[config.mk]
export PLATFORM = sky130hd
export DESIGN_NAME = ras_front
export DESIGN_NICKNAME = d
export VERILOG_FILES = /design/src/design/read_alignment_statistics_defines.svh /design/src/design/ras_pkg.sv /design/src/design/ras_front.sv
export SDC_FILE = /design/constraint.sdc
export NUM_CORES = 1
export LEC_CHECK = 0
export ABC_AREA = 0
export BUFFER_PORTS_ARGS = -buffer_cell sky130_fd_sc_hd__buf_2
export CAP_MARGIN = 10
export CORE_AREA = 3 3 71 73
export DETAILED_ROUTE_END_ITERATION = 8
export DIE_AREA = 0 0 74 76
export MAX_ROUTING_LAYER = met4
export SYNTH_ARGS = -nofsm -noshare
export SYNTH_HDL_FRONTEND = slang
export SYNTH_SLANG_ARGS = --single-unit
[constraint.sdc]
create_clock -name vclk -period 1.35
set_clock_uncertainty 0.05 [all_clocks]
set_input_delay 0.27 -clock vclk [all_inputs]
set_output_delay 0.27 -clock vclk [all_outputs]
set_load 0.02 [all_outputs]
[src/design/read_alignment_statistics_defines.svh]
// Assertion macros for the read alignment statistics block.
// Depends on nothing; included by files that carry assertions.
`ifndef READ_ALIGNMENT_STATISTICS_DEFINES_SVH
`define READ_ALIGNMENT_STATISTICS_DEFINES_SVH

// Implication checked at every clock edge outside reset.
`define RAS_ASSERT_IMP(label, clk, rst_n, ante, cons) \
	label: assert property (@(posedge clk) disable iff (!rst_n) (ante) |-> (cons)) \
		else $error("assertion failed");

// Implication whose consequent is checked in the cycle after the antecedent.
`define RAS_ASSERT_NEXT(label, clk, rst_n, ante, cons) \
	label: assert property (@(posedge clk) disable iff (!rst_n) (ante) |=> (cons)) \
		else $error("assertion failed");

`endif

[src/design/ras_pkg.sv]
// Package for the read alignment statistics block: types, sizes and codes.
// Depends on nothing.
package ras_pkg;
	localparam int LENGTH_BINS  = 1024;
	localparam int QUALITY_BINS = 256;
	localparam int EDIT_BINS    = 64;
	localparam int CLIP_BINS    = 1024;
	localparam int LEN_AW  = $clog2(LENGTH_BINS);
	localparam int QUAL_AW = $clog2(QUALITY_BINS);
	localparam int EDIT_AW = $clog2(EDIT_BINS);
	localparam int CLIP_AW = $clog2(CLIP_BINS);
	localparam int MAX_BINS = 1024;
	localparam int MAX_AW  = $clog2(MAX_BINS);
	localparam int QDEPTH  = 2;
	localparam int FLAG_UNMAPPED_BIT = 2;
	localparam int FLAG_REVERSE_BIT  = 4;
	localparam logic [3:0] OP_SOFT_CLIP = 4'd4;

	typedef enum logic [1:0] {
		KIND_HEADER = 2'd0,
		KIND_CIGAR  = 2'd1,
		KIND_END    = 2'd2,
		KIND_QUERY  = 2'd3
	} kind_t;

	typedef enum logic [1:0] {
		SEL_LENGTH = 2'd0,
		SEL_QUAL   = 2'd1,
		SEL_EDIT   = 2'd2,
		SEL_CLIP   = 2'd3
	} hsel_t;

	typedef enum logic [1:0] {
		ST_CLEAR,
		ST_RUN
	} bstate_t;

	typedef struct packed {
		logic [1:0]  kind;
		logic [15:0] flags;
		logic [15:0] read_length;
		logic [7:0]  map_quality;
		logic [15:0] edit_distance;
		logic [3:0]  cigar_op;
		logic [27:0] cigar_len;
		logic [1:0]  hist_select;
		logic [9:0]  bin_index;
	} in_item_t;

	typedef struct packed {
		logic [31:0] read_count;
		logic [31:0] unmapped_count;
		logic [31:0] reverse_count;
		logic [15:0] max_length;
		logic [47:0] length_sum;
		logic [31:0] bin_count;
	} out_item_t;

	// Classified command passed from front to back: bin addresses are resolved.
	typedef struct packed {
		kind_t             kind;
		logic              unmapped;
		logic              reverse;
		logic [15:0]       read_length;
		logic [LEN_AW-1:0] len_bin;
		logic [QUAL_AW-1:0] qual_bin;
		logic [EDIT_AW-1:0] edit_bin;
		logic              soft_clip;
		logic [27:0]       cigar_len;
		hsel_t             sel;
		logic [MAX_AW-1:0] qaddr;
		logic              q_in_range;
	} cmd_t;

	typedef struct packed {
		logic full;
		logic empty;
	} qstat_t;
endpackage

[src/design/ras_front.sv]
// Front end: accepts command beats and classifies them into bin addresses.
// Depends on ras_pkg.
module ras_front (
	input  ras_pkg::in_item_t in_item,
	output ras_pkg::cmd_t     cmd
);
	import ras_pkg::*;

	logic [9:0] bidx;

	always_comb begin
		bidx = in_item.bin_index;
		cmd.kind        = kind_t'(in_item.kind);
		cmd.unmapped    = in_item.flags[FLAG_UNMAPPED_BIT];
		cmd.reverse     = in_item.flags[FLAG_REVERSE_BIT];
		cmd.read_length = in_item.read_length;
		cmd.len_bin     = (32'(in_item.read_length) >= LENGTH_BINS) ?
			LEN_AW'(LENGTH_BINS - 1) : LEN_AW'(in_item.read_length);
		cmd.qual_bin    = (32'(in_item.map_quality) >= QUALITY_BINS) ?
			QUAL_AW'(QUALITY_BINS - 1) : QUAL_AW'(in_item.map_quality);
		cmd.edit_bin    = (32'(in_item.edit_distance) >= EDIT_BINS) ?
			EDIT_AW'(EDIT_BINS - 1) : EDIT_AW'(in_item.edit_distance);
		cmd.soft_clip   = (in_item.cigar_op == OP_SOFT_CLIP);
		cmd.cigar_len   = in_item.cigar_len;
		cmd.sel         = hsel_t'(in_item.hist_select);
		cmd.qaddr       = MAX_AW'(bidx);
		case (hsel_t'(in_item.hist_select))
			SEL_LENGTH: cmd.q_in_range = 32'(bidx) < LENGTH_BINS;
			SEL_QUAL:   cmd.q_in_range = 32'(bidx) < QUALITY_BINS;
			SEL_EDIT:   cmd.q_in_range = 32'(bidx) < EDIT_BINS;
			default:    cmd.q_in_range = 32'(bidx) < CLIP_BINS;
		endcase
	end
endmodule

==> results.md <==
- Pin count of the biggest net entering global routing: 11
- Proportion of synthesized area in mux cells: 0
- Finished Cell Area: 863 um2
- IO Pins: 188
- Number of global-route vias before repair: 611
- DIE WIDTH: 74 um
- NetSw: 0.124 mW
- Post-synthesis sequential area ratio: 0
- Setup TNS: -1.13 ns
- Slowest cell on the critical path: nor4_4
- DR WL/cell: 12.3 um
- Startpoint type of the worst setup path: input port
- Cell mode on critical path: buf_2
- Post-Synth Simple-Gate Area: 0.266
- Crit path cell chain: buf_2, nor4_4, buf_12, nand3b_1, buf_2
- Core area: 4410 um2
- Tmin final: 1.46 ns
- Unrepaired setup endpoints after global routing: true
- Fillers: 479
- Synth Area in Compound Gates: 0.0133
- Worst hold path depth: 0
- Worst Path Max Fanout: 10
- Commonest non-fill, non-tap cell in the layout: buf_2
- Most frequent cells in the layout: 72 x buf_2, 10 x nand3b_1, 8 x buf_6
- # hold bufs at CTS: 0
- Fin nets: 221
- Synth cell types: 11
- Critical path required time: 1.03 ns
- Total setup buffers inserted after CTS: 0
- Clock share of power: 0
- Register Area: 0 um2
- Global route overflow: 0
- Hold Crit Class: input port to primary output
- Fin. max-slew vios: 0
- Worst hold slack: 0.490 ns
- Worst path max stage delay: 0.33 ns
- Critical path endpoint category: primary output
- Adder-cell share of the synthesized area: 0.0332
- Row count: 24
- Net Sw Frac: 0.523
- Crit Path Class: input port to primary output
- Die Ht: 76 um
- Stages on worst setup path: 5
- Mapped cell area: 753 um2
- Cells after Synth: 97
- Run status: finished with violations
- Vias after detailed routing: 661
- Post-synth net total: 201
- Antenna cells: 0
- Pre-CTS setup slack: -0.112 ns
- Clock buffers: 0
- Initial antenna violation count: 0
- Largest family of logic cells by synthesized area: buffers and inverters
- Number of I/O port buffers: 82
- GRT Util Overall: 0.0602
- Post-DP Area: 767 um2
- Comb pwr share: 1.000
- Final setup vio count: 16
- Max cap viols: 0
- First-pass GRT wire length: 2.72 mm
- Seq cells: 0
- DR vias/cell: 3.96
- Final Non-Filler Cells: 167
- Total power: 0.236 mW
- Starting Density: 0.171
- Failing checks: negative setup slack
- Detail Route Antenna Nets: 0
- Die ar.: 5620 um2
- Xor/xnor share of the synthesized area: 0
- Final worst-path cycle share: 1.08
- Core Util, Final: 0.196
- Layout cells sized above 1: 0.817
- YS warnings: 0
- P_leak: 0.399 nW
- Delay-heaviest family, CP: buffers and inverters
- Final wirelength: 2.05 mm
- Placed Cells: 167
- Relative slew slack: 0.781
- Internal power: 0.113 mW
- Sequential Power Share: 0
- CP Buf/Inv Count: 3
- Gpl congestion: 0.606
- Residual DRC: 0
- Final WS setup: -0.106 ns
- Area growth syn-to-layout: 14.6%
- DP HPWL: 1.73 mm
- Final hold vios: 0
- Worst vdd ir: 0.0753 mV
- Post-Syn Area per Cell: 7.77 um2
- Pwr Density: 274 nW/um2
- Max Clock Freq: 0.687 GHz
- DRT iter0 DRCs: 2
- Worst Tran Pin Value: 0.327 ns
- WP data arrival: 1.14 ns
- 1st-pass router iterations: 3
-- Yosys cell counts --
| master | number | share of area |
|---|---|---|
| a221o_1 | 1 | 0.013 |
| buf_4 | 68 | 0.68 |
| ha_1 | 2 | 0.033 |
| inv_1 | 2 | 0.010 |
| nand3b_1 | 10 | 0.10 |
| nand4b_1 | 6 | 0.070 |
| nor2_1 | 3 | 0.015 |
| nor4_1 | 1 | 0.0083 |
| nor4_2 | 2 | 0.033 |
| nor4_4 | 1 | 0.028 |
| nor4b_1 | 1 | 0.012 |
-- repair_timing --
| action | CTS | global route |
|---|---|---|
| resized for setup | 11 | 9 |
| setup endpoints to repair | 17 | 17 |
| pin swaps | 5 | 4 |
-- cells by family (layout without fill, tap and decap cells) --
group           count (synthesis)  after routing
compound gates                  1              1
buf+inv                        70             88
simple gates                   24             24
fa+ha+maj                       2              2
-- layer usage --
metal	up-vias	GRT usage	wire [um]
met5	-	-	0
met4	0	0.0471	157
met3	22	0.00660	303
met2	66	0.114	1050
met1	279	0.0496	536
li1	294	-	-
-- layout make-up --
| cell class | count | area (um2) | area share |
|---|---|---|---|
| multi-input cells | 27 | 280 | 0.325 |
| well taps | 52 | 65.1 | 0.0754 |
| repair buffers | 86 | 508 | 0.588 |
| inverters | 2 | 10.0 | 0.0116 |
-- path summary, 6_finish.rpt --
check	startpoint	to
max	in_item[83]	cmd[57]
min	in_item[22]	cmd[23]
-- power by group through the flow --
| stage | combinational, mW | sequential (mW) | clock [mW] |
|---|---|---|---|
| global route | 0.255 | 0 | 0 |
| global placement | 0.207 | 0 | 0 |
| CTS | 0.226 | 0 | 0 |
| finish | 0.236 | 0 | 0 |
| detailed placement | 0.210 | 0 | 0 |
| floorplan | 0.332 | 0 | 0 |
No activity file was read; power rests on OpenSTA's default activity.
