===== src/design/read_alignment_statistics_defines.svh =====
// Assertion macros for the read alignment statistics block.
// Depends on nothing; included by files that carry assertions.
`ifndef READ_ALIGNMENT_STATISTICS_DEFINES_SVH
`define READ_ALIGNMENT_STATISTICS_DEFINES_SVH

// Implication checked at every clock edge outside reset.
`define RAS_ASSERT_IMP(label, clk, rst_n, ante, cons) \
	label: assert property (@(posedge clk) disable iff (!rst_n) (ante) |-> (cons)) \
		else $error("assertion failed");

// Implication whose consequent is checked in the cycle after the antecedent.
`define RAS_ASSERT_NEXT(label, clk, rst_n, ante, cons) \
	label: assert property (@(posedge clk) disable iff (!rst_n) (ante) |=> (cons)) \
		else $error("assertion failed");

`endif


===== src/design/ras_pkg.sv =====
// Package for the read alignment statistics block: types, sizes and codes.
// Depends on nothing.
package ras_pkg;
	localparam int LENGTH_BINS  = 1024;
	localparam int QUALITY_BINS = 256;
	localparam int EDIT_BINS    = 64;
	localparam int CLIP_BINS    = 1024;
	localparam int LEN_AW  = $clog2(LENGTH_BINS);
	localparam int QUAL_AW = $clog2(QUALITY_BINS);
	localparam int EDIT_AW = $clog2(EDIT_BINS);
	localparam int CLIP_AW = $clog2(CLIP_BINS);
	localparam int MAX_BINS = 1024;
	localparam int MAX_AW  = $clog2(MAX_BINS);
	localparam int QDEPTH  = 2;
	localparam int FLAG_UNMAPPED_BIT = 2;
	localparam int FLAG_REVERSE_BIT  = 4;
	localparam logic [3:0] OP_SOFT_CLIP = 4'd4;

	typedef enum logic [1:0] {
		KIND_HEADER = 2'd0,
		KIND_CIGAR  = 2'd1,
		KIND_END    = 2'd2,
		KIND_QUERY  = 2'd3
	} kind_t;

	typedef enum logic [1:0] {
		SEL_LENGTH = 2'd0,
		SEL_QUAL   = 2'd1,
		SEL_EDIT   = 2'd2,
		SEL_CLIP   = 2'd3
	} hsel_t;

	typedef enum logic [1:0] {
		ST_CLEAR,
		ST_RUN
	} bstate_t;

	typedef struct packed {
		logic [1:0]  kind;
		logic [15:0] flags;
		logic [15:0] read_length;
		logic [7:0]  map_quality;
		logic [15:0] edit_distance;
		logic [3:0]  cigar_op;
		logic [27:0] cigar_len;
		logic [1:0]  hist_select;
		logic [9:0]  bin_index;
	} in_item_t;

	typedef struct packed {
		logic [31:0] read_count;
		logic [31:0] unmapped_count;
		logic [31:0] reverse_count;
		logic [15:0] max_length;
		logic [47:0] length_sum;
		logic [31:0] bin_count;
	} out_item_t;

	// Classified command passed from front to back: bin addresses are resolved.
	typedef struct packed {
		kind_t             kind;
		logic              unmapped;
		logic              reverse;
		logic [15:0]       read_length;
		logic [LEN_AW-1:0] len_bin;
		logic [QUAL_AW-1:0] qual_bin;
		logic [EDIT_AW-1:0] edit_bin;
		logic              soft_clip;
		logic [27:0]       cigar_len;
		hsel_t             sel;
		logic [MAX_AW-1:0] qaddr;
		logic              q_in_range;
	} cmd_t;

	typedef struct packed {
		logic full;
		logic empty;
	} qstat_t;
endpackage


===== src/design/ras_queue.sv =====
// Two-entry command queue between the front end and the back end.
// Depends on ras_pkg.
module ras_queue (
	input  logic           clk,
	input  logic           arst_n,
	input  logic           push,
	input  ras_pkg::cmd_t  wdata,
	input  logic           pop,
	output ras_pkg::cmd_t  rdata,
	output ras_pkg::qstat_t stat
);
	import ras_pkg::*;

	cmd_t mem_q [QDEPTH];
	logic [$clog2(QDEPTH)-1:0] wp_q, rp_q;
	logic [$clog2(QDEPTH):0] cnt_q;

	always_ff @(posedge clk or negedge arst_n) begin
		if (!arst_n) begin
			wp_q  <= '0;
			rp_q  <= '0;
			cnt_q <= '0;
		end else begin
			if (push) wp_q <= wp_q + 1'b1;
			if (pop)  rp_q <= rp_q + 1'b1;
			cnt_q <= cnt_q + ($clog2(QDEPTH)+1)'(push) - ($clog2(QDEPTH)+1)'(pop);
		end
	end

	always_ff @(posedge clk) begin
		if (push) mem_q[wp_q] <= wdata;
	end

	assign rdata      = mem_q[rp_q];
	assign stat.full  = (cnt_q == ($clog2(QDEPTH)+1)'(QDEPTH));
	assign stat.empty = (cnt_q == '0);
endmodule


===== config.mk =====
export PLATFORM = sky130hd
export DESIGN_NAME = ras_queue
export DESIGN_NICKNAME = d
export VERILOG_FILES = /design/src/design/read_alignment_statistics_defines.svh /design/src/design/ras_pkg.sv /design/src/design/ras_queue.sv
export SDC_FILE = /design/constraint.sdc
export NUM_CORES = 1
export LEC_CHECK = 0
export ABC_AREA = 1
export ABC_CLOCK_PERIOD_IN_PS = 5200
export BUFFER_PORTS_ARGS = -buffer_cell sky130_fd_sc_hd__buf_2
export CAP_MARGIN = 30
export CORE_UTILIZATION = 40
export DETAILED_ROUTE_END_ITERATION = 16
export MAX_ROUTING_LAYER = met4
export PLACE_DENSITY = 0.64
export SLEW_MARGIN = 5
export SYNTH_ARGS = -nofsm -noshare
export SYNTH_HDL_FRONTEND = slang
export SYNTH_SLANG_ARGS = --single-unit

===== constraint.sdc =====
create_clock -name clk -period 5.2 [get_ports clk]
set_input_delay 1.04 -clock clk [delete_from_list [all_inputs] [get_ports clk]]
set_output_delay 1.04 -clock clk [all_outputs]
set_load 0.02 [all_outputs]

==> results.md <==
Run status:
- The flow ran to the end, and the final reports show no timing, DRC or antenna violations.

Floorplanning:
- The die covers approximately 18000 µm².
- The initial standard-cell utilization of the core is 40.9%.
- The count of boundary I/O pins is 178.
- From bottom edge to top edge, the die measures approximately 130 µm.
- The core region is roughly 17000 µm².
- In this run the horizontal extent of the chip is ~130 µm.
- The site row count is 48.

Detailed routing:
- The final routed wirelength across all metal layers is approximately 12000 µm.
- In this run the remaining antenna-violating nets after routing total 0.
- After detailed routing, the number of remaining DRC violations is 0.
- The first routing iteration left 153 violations.
- The count of vias placed by the detailed router is approximately 4100.
- Dividing the detail-routed wire length by the instance count gives 13.8 µm.
- The first detailed-routing pass ran for 4 iterations.
- Dividing the detail-routed via count by the number of cells gives about 4.5.

Worst setup path:
- In this run the register-to-register setup slack is 3120 ps.
- Data on the critical path is required at its endpoint by about 4200 ps.
- At the worst endpoint, the arrival time is 2420 ps.
- By startpoint and endpoint, the worst setup path is classified as reg2out.
- The most critical setup path has its startpoint at rp_q.
- In this run the critical register-to-register path is captured at mem_q[0][19].
- The endpoint type of the worst setup path is a primary output.
- STA classifies the critical path startpoint as a flop.
- The startpoint of the most critical register-to-register path is wp_q.
- The number of cells on the worst reg-to-reg path is 2.
- Of all nets on the critical path, the largest fanout is just over 60.
- The worst setup path endpoint is rdata[31].

Timing:
- The final count of hold timing violations was 0.
- The sum of negative setup slack is 0 ps.
- The number of pins exceeding their max-slew limit in the final report is 0.
- The maximum clock rate is about 290 MHz.
- Setup repair after global routing left no endpoint under its margin.
- The slew of the pin with the lowest slew margin is approximately 950 ps.
- Across the routed clock network, the largest skew measured is roughly 11 ps.
- The final setup violation count is 0.
- In this run the tightest slew margin relative to its limit is a little over a third.
- Of the available clock period, the critical path in the final layout requires ~67%.
- The time the final worst path needs with I/O delays and setup is between 3000 and 4000 ps.
- The worst-case setup margin in the final layout is around 1700 ps.

Final layout:
- The post-route non-filler standard cell count is between 800 and 900.
- The layout has 1491 filler cells.
- The post-route netlist has between 40 and 50% of its cells at a drive strength greater than 1.
- Across the whole layout, storage elements account for about 5300 µm².
- The layout overhead on the synthesized area is 22.0%.
- The area of the multi-input gates is around 1200 µm².
- The net count of the finished layout is about 750.
- With fillers left out, the area of the finished cells amounts to roughly 8600 µm².

Placement:
- Detailed placement finished with a half-perimeter wire length of between 8000 and 9000 µm.
- In this run the tool buffered the top-level ports with between 150 and 200 buffer cells.
- The final estimated routing congestion in global placement is about 0.74.
- Including well taps, the total number of placed cells is roughly 860.
- Summing all placed instances gives a cell area of around 8000 µm².
- Timing analysis after detailed placement gives a worst setup slack of around 2200 ps.

Clock tree:
- The TritonCTS clock tree is done.
- The number of setup buffers added after CTS is 0.
- The number of sinks on the clock net is about 180.
- The total CTS buffers is 17.
- The longest clock path from root to sink contains 2 buffers.
- The count of H-tree levels built during CTS is 4.
- The clock network latency to the later pin of the worst-skew pair is about 420 ps.
- Clock tree synthesis selected as its root buffer the cell sky130_fd_sc_hd__clkbuf_16.
- The clock-pin slew on the worst setup and hold paths is around 70 ps.
- The number of gates resized after CTS was 0.
- The number of buffers inserted for hold repair after clock tree synthesis is 0.

Synthesis:
- In the synthesized netlist, the cells that appear most often are 172 x sky130_fd_sc_hd__edfxtp_1, 93 x sky130_fd_sc_hd__inv_1, 86 x sky130_fd_sc_hd__o21ai_2.
- In this run, synthesis produced a sequential element count of 176.
- In the post-synthesis netlist, the cell with the most instances is sky130_fd_sc_hd__edfxtp_1.
- By area the synthesized netlist is led by sky130_fd_sc_hd__edfxtp_1 73%, sky130_fd_sc_hd__o21ai_2 11%, sky130_fd_sc_hd__inv_1 4.9%.
- The cell area after synthesis is 7050 µm².
- In this run the mean area of a mapped cell was 14.9 µm².
- The top cell type's share of synthesized area is roughly three quarters.
- The share of flip-flops with an asynchronous set or reset after synthesis is under 10%.
- The part of the Yosys area used for sequential elements is 74.6%.
- The synthesized design contains approximately 170 enable-type register cells.
- The distinct cell type count of the synthesized netlist is 13.
- The cell type with the highest aggregate area in the netlist is sky130_fd_sc_hd__edfxtp_1.
- The most used flip-flop cell after synthesis is sky130_fd_sc_hd__edfxtp_1.
- The number of nets in the synthesized netlist is between 500 and 600.
- For this run, the number of Yosys warnings is 0.
- Synthesis handed over a netlist of 474 instances.

Power and ir drop:
- The power share of the clock group is around a quarter.
- Dividing total power by cell area gives a power density of ~580 nW/µm².
- For this design the static power due to leakage is about 3.6 nW.
- The internal power is ~0.0031 W.
- The total chip power is 0.00495 W.
- Registers are responsible for between 40 and 50% of the overall power.
- The combinational share of power is between 30% and 40%.
- The analysis attributes to net switching a power of about 0.0019 W.
- The worst-case IR drop observed on VDD is about 0.00032 V.
- Net switching is between 30 and 40% of the power.

GRT:
- The global-route total usage across every layer is between 10% and 20%.
- The first global-routing pass estimated roughly 19000 µm of wire.
- The initial antenna violation count came to 2.
- The via count of the first global-routing pass is approximately 3900.
- The global route total overflow is 0.
- Entering global routing, the biggest net connects 73 pins.

Job:
- The tool flagged a number of max-cap violations equal to 0.

Min path:
- The tightest min-delay check is of the in2async type.
==> state kept, by name (all words and copies together) (netlist names) <==
signal,count
rp_q,1
mem_q,172
wp_q,1
cnt_q,2
==> placed cells by master, fill, tap and decap left out, types with 3 or more instances in the layout <==
cell	Yosys	routed
sky130_fd_sc_hd__clkbuf_16	0	17
sky130_fd_sc_hd__nand2_1	80	80
sky130_fd_sc_hd__nand2_2	12	12
sky130_fd_sc_hd__inv_6	0	3
sky130_fd_sc_hd__edfxtp_1	172	172
sky130_fd_sc_hd__buf_4	0	4
sky130_fd_sc_hd__buf_2	0	177
sky130_fd_sc_hd__clkinvlp_4	0	4
sky130_fd_sc_hd__o21ai_2	86	86
sky130_fd_sc_hd__dfrtp_1	4	3
sky130_fd_sc_hd__clkinv_2	0	4
sky130_fd_sc_hd__inv_1	93	92
==> how the worst min path moves through the flow <==
stage / slack (ps) / depth (start not counted) / to / from
final: 410 / 1 / cnt_q[0] / arst_n
after global routing: 400 / 1 / cnt_q[0] / arst_n
after CTS: 400 / 1 / cnt_q[0] / arst_n
after detailed placement: 540 / 1 / wp_q / wp_q
after global placement: 530 / 1 / wp_q / wp_q
after floorplan: 480 / 1 / wp_q / wp_q
==> cell type report <==
cell class | count | area share, %
clock inverter | 13 | 1.32
sequential | 176 | 61.2
tap | 225 | 3.27
multi-input combinational | 186 | 13.9
antenna | 2 | 0.0582
inverter | 93 | 4.07
timing repair buffer | 183 | 11.1
clock buffer | 19 | 5.03
==> cell families after synthesis <==
family	count (synthesis)	share of synthesized area [%]
compound gates	86	10.7
xor+xnor	2	0.248
fa+ha+maj	2	0.355
buf+inv	112	8.53
flops	176	74.6
simple gates	96	5.55
==> worst max-delay path, stage by stage, from the launching register on <==
cell                      delay (ps)
sky130_fd_sc_hd__dfrtp_4         960
sky130_fd_sc_hd__buf_4           560
sky130_fd_sc_hd__nand2_1         130
sky130_fd_sc_hd__o21ai_2          80
sky130_fd_sc_hd__buf_2           180
==> metrics by stage <==
stage          hold WS [ps]  utilization (%)
4_1_cts                 398             49.8
2_1_floorplan           481                -
5_1_grt                 396             49.9
3_5_place_dp            540             46.6
6_report                412             49.9
3_3_place_gp            530             46.6
==> layer usage <==
layer	GRT usage (%)	vias up	wire, µm
met5	-	-	0
met4	5.81	0	182
met3	4.88	13	882
met2	23.4	125	6110
met1	16.6	1919	5170
li1	-	2007	-
==> power by group through the flow <==
stage | clock (W) | combinational (W) | sequential (W)
CTS | 0.00121 | 0.00174 | 0.00205
global route | 0.00127 | 0.00188 | 0.00208
global placement | 0 | 0.00171 | 0.00207
floorplan | 0 | 0.00146 | 0.00199
detailed placement | 0 | 0.00174 | 0.00208
finish | 0.00119 | 0.00172 | 0.00204
Note: power is estimated with default switching activity, not from simulation.
